===== src/rtl/core/mcc_pkg.sv =====
// shared types, widths and calendar constants for the minute calendar clock
package mcc_pkg;

    localparam int MINUTE_W  = 6;
    localparam int HOUR_W    = 5;
    localparam int DOY_W     = 9;
    localparam int YEAR_W    = 7;
    localparam int WEEKDAY_W = 3;
    localparam int MONTH_W   = 4;
    localparam int DATE_W    = 5;
    localparam int FLAGS_W   = 5;

    // bit positions in the known flags
    localparam int FLAG_MINUTE  = 0;
    localparam int FLAG_HOUR    = 1;
    localparam int FLAG_DOY     = 2;
    localparam int FLAG_YEAR    = 3;
    localparam int FLAG_WEEKDAY = 4;

    localparam logic [MINUTE_W:0]    MINUTES_PER_HOUR = 7'd60;
    localparam logic [HOUR_W:0]      HOURS_PER_DAY    = 6'd24;
    localparam logic [WEEKDAY_W:0]   DAYS_PER_WEEK    = 4'd7;
    localparam logic [YEAR_W:0]      YEARS_PER_CENT   = 8'd100;
    localparam logic [DOY_W:0]       DAYS_PLAIN_YEAR  = 10'd365;
    localparam logic [DOY_W:0]       DAYS_LEAP_YEAR   = 10'd366;

    localparam logic          CMD_TICK = 1'b0;
    localparam logic          CMD_LOAD = 1'b1;

    // last day of year of each month in a plain year, entry 0 is the day before january
    localparam logic [DOY_W-1:0] MONTH_END [0:12] = '{
        9'd0, 9'd31, 9'd59, 9'd90, 9'd120, 9'd151, 9'd181,
        9'd212, 9'd243, 9'd273, 9'd304, 9'd334, 9'd365
    };

    typedef struct packed {
        logic [MINUTE_W-1:0]  minute;
        logic [HOUR_W-1:0]    hour;
        logic [DOY_W-1:0]     doy;
        logic [YEAR_W-1:0]    year;
        logic [WEEKDAY_W-1:0] weekday;
        logic [FLAGS_W-1:0]   known;
    } t_cal_state;

    typedef struct packed {
        logic [MONTH_W-1:0] month;
        logic [DATE_W-1:0]  date;
    } t_month_date;

    function automatic logic is_leap(input t_cal_state s);
        is_leap = s.known[FLAG_YEAR] && (s.year[1:0] == 2'b00);
    endfunction

endpackage


===== src/rtl/core/mcc_month_date.sv =====
// month and day of month derived from the day of year
module mcc_month_date
    import mcc_pkg::*;
(
    input  t_cal_state  i_state,
    output t_month_date o_md
);

    logic             leap;
    logic [DOY_W:0]   year_len;
    logic             in_year;
    logic [DOY_W-1:0] end_cur;
    logic [DOY_W-1:0] end_prev;
    logic [DOY_W-1:0] diff;

    always_comb begin
        leap     = is_leap(i_state);
        year_len = leap ? DAYS_LEAP_YEAR : DAYS_PLAIN_YEAR;
        in_year  = i_state.known[FLAG_YEAR] && i_state.known[FLAG_DOY]
                   && (i_state.doy != '0) && ({1'b0, i_state.doy} <= year_len);
        o_md     = '0;
        diff     = '0;
        // scan from december down so the lowest month that holds the day wins
        for (int m = 12; m >= 1; m--) begin
            end_cur  = MONTH_END[m] + ((leap && m >= 2) ? 9'd1 : 9'd0);
            end_prev = MONTH_END[m-1] + ((leap && m >= 3) ? 9'd1 : 9'd0);
            if (i_state.doy <= end_cur) begin
                o_md.month = MONTH_W'(m);
                diff       = i_state.doy - end_prev;
                o_md.date  = diff[DATE_W-1:0];
            end
        end
        if (!in_year) begin
            o_md = '0;
        end
    end

endmodule


===== src/rtl/core/minute_calendar_clock_core.sv =====
// minute calendar clock top level: input stage, calendar update and result register
//
//  channel | valid   | stall   | payload
//  --------+---------+---------+------------------------------------------------
//  in      | i_valid | o_stall | i_cmd, i_*_in, i_*_known_in
//  out     | o_valid | i_stall | o_*_out, o_*_known, o_month_out, o_date_out
//
// one word per cycle while the output is not stalled; a word lands in the input register when it is
// accepted, and the calendar update then loads the result register from it once the output can take
// a word; the result is offered from the result register.
// synchronous active-low reset clears the calendar to day 1 with every field unknown.
// when the output is stalled the input register still takes one more word, then o_stall rises.
module minute_calendar_clock_core
    import mcc_pkg::*;
(
    input  logic                 i_clk,
    input  logic                 i_rst_n,
    input  logic                 i_valid,
    output logic                 o_stall,
    input  logic                 i_cmd,
    input  logic [MINUTE_W-1:0]  i_minute_in,
    input  logic                 i_minute_known_in,
    input  logic [HOUR_W-1:0]    i_hour_in,
    input  logic                 i_hour_known_in,
    input  logic [DOY_W-1:0]     i_doy_in,
    input  logic                 i_doy_known_in,
    input  logic [YEAR_W-1:0]    i_year_in,
    input  logic                 i_year_known_in,
    input  logic [WEEKDAY_W-1:0] i_weekday_in,
    input  logic                 i_weekday_known_in,
    output logic                 o_valid,
    input  logic                 i_stall,
    output logic [MINUTE_W-1:0]  o_minute_out,
    output logic                 o_minute_known,
    output logic [HOUR_W-1:0]    o_hour_out,
    output logic                 o_hour_known,
    output logic [DOY_W-1:0]     o_doy_out,
    output logic                 o_doy_known,
    output logic [YEAR_W-1:0]    o_year_out,
    output logic                 o_year_known,
    output logic [WEEKDAY_W-1:0] o_weekday_out,
    output logic                 o_weekday_known,
    output logic [MONTH_W-1:0]   o_month_out,
    output logic [DATE_W-1:0]    o_date_out
);

    logic        r_s1_valid;
    logic        r_cmd;
    t_cal_state  r_ld;
    t_cal_state  r_state;
    t_cal_state  n_state;
    t_cal_state  r_out;
    t_month_date r_md;
    t_month_date n_md;
    logic        r_o_valid;

    logic        out_ready;
    logic        s2_fire;
    logic        in_acc;

    logic [MINUTE_W:0]  min_inc;
    logic [HOUR_W:0]    hour_inc;
    logic [DOY_W:0]     doy_inc;
    logic [YEAR_W:0]    year_inc;
    logic [WEEKDAY_W:0] wday_inc;
    logic [DOY_W:0]     year_len;
    logic               hour_carry;
    logic               day_carry;

    assign out_ready = !r_o_valid || !i_stall;
    assign s2_fire   = r_s1_valid && out_ready;
    assign o_stall   = r_s1_valid && !out_ready;
    assign in_acc    = i_valid && !o_stall;

    always_ff @(posedge i_clk) begin
        if (!i_rst_n) begin
            r_s1_valid <= 1'b0;
        end else if (in_acc) begin
            r_s1_valid <= 1'b1;
        end else if (s2_fire) begin
            r_s1_valid <= 1'b0;
        end
    end

    always_ff @(posedge i_clk) begin
        if (in_acc) begin
            r_cmd        <= i_cmd;
            r_ld.minute  <= i_minute_in;
            r_ld.hour    <= i_hour_in;
            r_ld.doy     <= i_doy_in;
            r_ld.year    <= i_year_in;
            r_ld.weekday <= i_weekday_in;
            r_ld.known   <= {i_weekday_known_in, i_year_known_in, i_doy_known_in,
                             i_hour_known_in, i_minute_known_in};
        end
    end

    // minute tick with carries through hour, day, weekday and year, or a load of the input word
    always_comb begin
        min_inc    = {1'b0, r_state.minute} + 7'd1;
        hour_inc   = {1'b0, r_state.hour} + 6'd1;
        doy_inc    = {1'b0, r_state.doy} + 10'd1;
        year_inc   = {1'b0, r_state.year} + 8'd1;
        wday_inc   = {1'b0, r_state.weekday} + 4'd1;
        year_len   = is_leap(r_state) ? DAYS_LEAP_YEAR : DAYS_PLAIN_YEAR;
        hour_carry = 1'b0;
        day_carry  = 1'b0;
        n_state    = r_state;
        if (r_cmd == CMD_LOAD) begin
            n_state = r_ld;
        end else if (r_state.known[FLAG_MINUTE]) begin
            if (min_inc < MINUTES_PER_HOUR) begin
                n_state.minute = min_inc[MINUTE_W-1:0];
            end else begin
                n_state.minute = '0;
                hour_carry     = r_state.known[FLAG_HOUR];
            end
            if (hour_carry) begin
                if (hour_inc < HOURS_PER_DAY) begin
                    n_state.hour = hour_inc[HOUR_W-1:0];
                end else begin
                    n_state.hour = '0;
                    day_carry    = 1'b1;
                end
            end
            if (day_carry) begin
                if (r_state.known[FLAG_WEEKDAY]) begin
                    n_state.weekday = (wday_inc >= DAYS_PER_WEEK) ? '0
                                      : wday_inc[WEEKDAY_W-1:0];
                end
                if (r_state.known[FLAG_DOY]) begin
                    if (doy_inc > year_len) begin
                        n_state.doy = 9'd1;
                        if (r_state.known[FLAG_YEAR]) begin
                            n_state.year = (year_inc >= YEARS_PER_CENT) ? '0
                                           : year_inc[YEAR_W-1:0];
                        end
                    end else begin
                        n_state.doy = doy_inc[DOY_W-1:0];
                    end
                end
            end
        end
    end

    mcc_month_date u_month_date (
        .i_state (n_state),
        .o_md    (n_md)
    );

    always_ff @(posedge i_clk) begin
        if (!i_rst_n) begin
            r_state   <= '{minute: '0, hour: '0, doy: DOY_W'(1), year: '0,
                           weekday: '0, known: '0};
            r_o_valid <= 1'b0;
        end else begin
            if (s2_fire) begin
                r_state   <= n_state;
                r_o_valid <= 1'b1;
            end else if (!i_stall) begin
                r_o_valid <= 1'b0;
            end
        end
    end

    always_ff @(posedge i_clk) begin
        if (s2_fire) begin
            r_out <= n_state;
            r_md  <= n_md;
        end
    end

    assign o_valid         = r_o_valid;
    assign o_minute_known  = r_out.known[FLAG_MINUTE];
    assign o_hour_known    = r_out.known[FLAG_HOUR];
    assign o_doy_known     = r_out.known[FLAG_DOY];
    assign o_year_known    = r_out.known[FLAG_YEAR];
    assign o_weekday_known = r_out.known[FLAG_WEEKDAY];
    // unknown fields read as zero
    assign o_minute_out    = o_minute_known  ? r_out.minute  : '0;
    assign o_hour_out      = o_hour_known    ? r_out.hour    : '0;
    assign o_doy_out       = o_doy_known     ? r_out.doy     : '0;
    assign o_year_out      = o_year_known    ? r_out.year    : '0;
    assign o_weekday_out   = o_weekday_known ? r_out.weekday : '0;
    assign o_month_out     = r_md.month;
    assign o_date_out      = r_md.date;

endmodule


===== config.mk =====
export PLATFORM = sky130hd
export DESIGN_NAME = minute_calendar_clock_core
export DESIGN_NICKNAME = d
export VERILOG_FILES = /design/src/rtl/core/mcc_pkg.sv /design/src/rtl/core/mcc_month_date.sv /design/src/rtl/core/minute_calendar_clock_core.sv
export SDC_FILE = /design/constraint.sdc
export NUM_CORES = 1
export LEC_CHECK = 0
export BUFFER_PORTS_ARGS = -buffer_cell sky130_fd_sc_hd__buf_2
export CELL_PAD_IN_SITES_DETAIL_PLACEMENT = 1
export CELL_PAD_IN_SITES_GLOBAL_PLACEMENT = 2
export CORE_MARGIN = 2
export CORE_UTILIZATION = 40
export CTS_CLUSTER_DIAMETER = 40
export DETAILED_ROUTE_END_ITERATION = 7
export MAX_ROUTING_LAYER = met4
export PLACE_DENSITY_LB_ADDON = 0.25
export SKIP_CTS_REPAIR_TIMING = 1
export SLEW_MARGIN = 40
export SYNTH_ARGS = -nofsm -noshare
export SYNTH_HDL_FRONTEND = slang
export SYNTH_HIERARCHICAL = 1
export SYNTH_SLANG_ARGS = --single-unit

===== constraint.sdc =====
create_clock -name i_clk -period 13.1 [get_ports i_clk]
set_clock_uncertainty 0.1 [all_clocks]
set_input_delay 1.31 -clock i_clk [delete_from_list [all_inputs] [get_ports i_clk]]
set_output_delay 1.31 -clock i_clk [all_outputs]
set_load 0.005 [all_outputs]

### Word-level counts from Yosys, hierarchy flattened

Cells that the tools add are included.

* register bits: 117
* bits in latches: 0
* memory bits (writable): 0
* memory bits (read-only): 0
* output and inout bits: 46
* logic and storage cells: 138
* memories: 0

* add/subtract/negate cells: 27
* multiply operators: 0
* div/mod/pow operators: 0
* order comparisons: 18
* eq/ne operators: 1
* shift operators: 0
* mux-type cells: 45
* bitwise logic cells: 1
* reduce and logical (&&, ||, !) cells: 20

Operators by type and width (number)
* $le A9 B9 Y1: 12
* $mux W9: 7
* $mux W30: 2
* $sub A5 B5 Y5: 10
* $mux W7: 6
* $add A8 B1 Y9 const A: 4
* $add A9 B1 Y9 const A: 4
* $mux W8: 4
* $mux W5: 4
* $mux W19: 1
* $mux W6: 3
* $add A7 B1 Y8 const A: 2
* $mux W16: 1
* $mux W1: 12
* $add A9 B1 Y10 const B: 1
* $gt A10 B9 Y1: 1
* $le A9 B5 Y1 const B: 1
* $mux W3: 3
* $reduce_bool A9 Y1: 1
* $add A7 B1 Y8 const B: 1
* $ge A8 B7 Y1 const B: 1
* $logic_and A1 B1 Y1: 8
* $reduce_or A8 Y1: 1
* $add A6 B1 Y7 const A: 1
* 16 further kinds: 21

### Logic depth before layout (Yosys ltp)

* word-level depth: 28
* gate-level depth with buffers: 24

### Hierarchy

The synthesis kept the hierarchy.

By module, submodules not included
* minute_calendar_clock_core: times used 1, cells an instance 583, area each 5840.6 µm², sequential area each 3143.0 µm²
* mcc_month_date: times used 1, cells an instance 259, area each 1747.9 µm², sequential area each 0.0 µm²

### Worst setup path before layout

OpenSTA, ideal clock, no wires.

* kind: reg2reg
* start point: register r_state[15] (netlist name)
* end point: register r_md, in the netlist o_date_out[0] (data pin)
* setup time: 170 ps
* data arrival time: 4576 ps
* required time: 12830 ps
* path slack: 8254 ps
* cell stages (with the launch flop): 21
* buffers on the path: 1
* cell sequence: dfxtp_1 -> ha_1 -> and4_1 -> buf_4 -> nand3_2 -> xor2_1 -> or4_1 -> o32a_1 -> or3b_1 -> a31oi_1 -> nor2_1 -> nand2_1 -> inv_1 -> ha_1 -> and2b_1 -> o211ai_1 -> a31o_2 -> o32ai_2 -> nor2b_1 -> o21ai_1 -> a211oi_1

RTL lines
* from (decl): RTL line minute_calendar_clock_core.sv:50 `t_cal_state r_state;`
* from (signal assigned): RTL line minute_calendar_clock_core.sv:153 `r_state <= '{minute: '0, hour: '0, doy: DOY_W'(1), year: '0,`
* from (signal assigned): RTL line minute_calendar_clock_core.sv:158 `r_state <= n_state;`
* to (signal assigned): RTL line minute_calendar_clock_core.sv:169 `r_md <= n_md;`
* to (decl): RTL line minute_calendar_clock_core.sv:53 `t_month_date r_md;`

==> results.toml <==
[floorplan]
core_um2 = 18600
pin_count = 86
fp.dieW_um = 142
die-area_um2 = 20100
num_rows = 50
die_h_um = 142
initial_core_util_pct = 40.7

[worst_setup_path]
rr_worst_depth = 16
crit_path_start = "r_state[15]"
startpoint_type = "flip-flop"
worst_r2r_startpoint = "r_state[15]"
reg2reg_to = "o_date_out[4]"
ff2ff_setup_slack_ns = 6.82
arrival_ns = 6.47
critPathKind = "reg2reg"
crit_fanout = 12
worstPathRequired_ns = 13.29
end_kind = "flip-flop"

[clock_tree]
cts-root-buf = "clkbuf_16"
clk_path_buf_depth = 2
htreeDepth = 4
clk_latency_ns = 0.42
cts_tree = "done"
cts.sinks = 117
clk_pin_slew_ns = 0.06
cts_buffers = 17

[timing]
setup_slack_ns = 6.82
slew_violations = 0
slew_headroom_pct = 43.1
fin_crit_sh_pct = 48.0
rsz0062_at_grt = "no"
setup_viol = 0
max_freq_mhz = 159
tightestPinTransition_ns = 0.850
setup_tns_ns = 0
min_period_ns = 6.28
hold_viol = 0

[synthesis]
avgSynthCellArea_um2 = 9.01
async_flop_share_pct = 0
synth.mux.area_fraction_pct = 1.12
synth.distinct_cells = 87
ys_ff_latch = 117
synth_largest_area_cell = "edfxtp_1"
ys.flop_type = "edfxtp_1"
ys_top_cells_by_area = "edfxtp_1 (32%), dfxtp_1 (9.8%), nand2_1 (4.6%)"
syn_nets = 906
synthesis.area_um2 = 7590
syn_inst = 842
synthXorXnorAreaFrac_pct = 2.79
synth_seq_area_share_pct = 41.4
synth_fa_ha_area_share_pct = 4.25
synth_edf_count = 80
synth_top_area_share_pct = 31.7
yosysWarnings = 6
netlist_top_cells_count = "nand2_1 (93), edfxtp_1 (80), a21oi_1 (62)"
yosysMostFrequentCell = "nand2_1"
synth_compound_area_share_pct = 23.5
synth_top_family_by_area = "compound AO/OA/AOI/OAI gates"
synthSimpleGateAreaFrac_pct = 22.6

[detailed_routing]
first_pass_iters = 4
routed_wl_um = 24800
detail_route.wl_per_cell_um = 21.5
vias = 7014
route.detailed.drc = 0
drtAntennaViolNets = 0
via_per_inst = 6.07
drtIter0Drc = 420

[outcome]
outcome = "finished, final reports clean"

[global_routing]
track_usage_pct = 26.5
antenna_found_initial = 0
grt_max_degree = 54
grt_pass1_wl_um = 40400
overflow = 0
grt_pass1_vias = 7287

[hold_path]
hp-class = "reg2reg"
min_to = "r_state[1]"
hold_depth = 2
worst_hold_startpoint = "r_state[1]"

[placement]
place_ws_ns = 6.98
hpwl_um = 17000
routabilityCongestion = 0.934
port-buffer-count = 85

[layout]
syn2layout_area_growth_pct = 16.8
fill_cells = 2167
antenna_cells = 0
fin_nets = 972
final_layout_size_suffix_gt1_share_pct = 17.7

[pwr]
p_leak_nw = 3.28
vdd_drop_max_mv = 0.0825
powerDensity_nw_per_um2 = 132

[job]
max_cap_violations = 0
## layout make-up
cell class	instances	area (um2)	area share, %
Clock inverter	15	229	2.58
Tap cell	234	293	3.30
Sequential cell	117	3140	35.5
Timing Repair Buffer	99	531	5.99
Clock buffer	17	425	4.80
Multi-Input combinational cell	647	4150	46.8
Inverter	26	97.6	1.10
## layout by cell type (no fill, tap or decap), drive strengths merged, types with 7 or more instances in the layout
cell type,instances
o31ai,8
o21a,7
a21oi,63
o211ai,13
a21o,7
dfxtp,37
a211oi,9
xnor2,15
nand4,13
edfxtp,80
and2,40
or3,7
a211o,8
nor3,24
o22ai,7
o221ai,8
o21ai,58
nor2b,10
nand3,27
nand2,94
ha,21
clkbuf,17
inv,28
and3,12
nor2,62
buf,99
a31oi,17
xor2,7
## worst max-delay path by stage
| stage | end | slack, ns | cells after the start |
|---|---|---|---|
| global placement | o_date_out[4] | 7.12 | 16 |
| floorplan | o_date_out[0] | 8.25 | 20 |
| finish | o_date_out[4] | 6.82 | 16 |
| global route | o_date_out[4] | 6.38 | 16 |
| CTS | o_date_out[1] | 6.91 | 16 |
| detailed placement | o_date_out[4] | 6.98 | 16 |
## critical path, cell delays in order, from the launching register on
cell and delay [ns]:
dfxtp_1 0.51, ha_1 0.31, ha_1 0.30, nor2b_1 0.15, o221ai_1 0.15, o211ai_1 0.23, nand4b_1 0.49, nand3_1 0.46
a21oi_1 0.12, o21ai_0 0.61, inv_1 0.20, ha_1 0.54, inv_1 0.15, o32a_1 0.53, nand4b_1 0.60, nor4_1 0.48
o211a_1 0.22
## sequential cells by signal, summed over array words and instances, names as in the netlist
signal / cells
o_weekday_known: 1
o_minute_known: 1
o_date_out: 5
r_ld: 35
r_s1_valid: 1
r_state: 35
r_cmd: 1
o_valid: 1
r_out: 30
o_month_out: 4
o_hour_known: 1
o_doy_known: 1
o_year_known: 1
## cell families after synthesis
logic type,after synthesis
and+or+nand+nor,329
buffers and inverters,78
adders and majority gates,24
DFF,117
muxes,8
xor gates and xnor gates,22
AOI/OAI and AO/OA,264
## metrics by stage
step | instances | instance area [um2] | util [%] | power [mW] | hold WS, ns
final | 1155 | 8860 | 47.5 | 1.17 | 0.383
after global routing | 1155 | 8860 | 47.5 | 1.21 | 0.416
after CTS | 1155 | 8860 | 47.5 | 1.17 | 0.392
after detailed placement | 1123 | 8210 | 44.0 | 0.645 | 0.385
after global placement | 1123 | 8200 | 44.0 | 0.639 | 0.362
after floorplan | 842 | 7590 | - | 0.577 | 0.347
## power by group
| part | switching [mW] | internal [mW] |
|---|---|---|
| logic | 0.133 | 0.0733 |
| clock network | 0.186 | 0.339 |
| registers | 0.0172 | 0.418 |
| total | 0.337 | 0.830 |
## routing by layer
metal	part of all wire (%)	vias up	track usage, %
met4	1.6	0	6.79
li1	-	3292	-
met5	0	-	-
met3	3.2	32	4.02
met2	49	166	43.1
met1	47	3524	34.8
No activity file was read; power rests on OpenSTA's default activity.
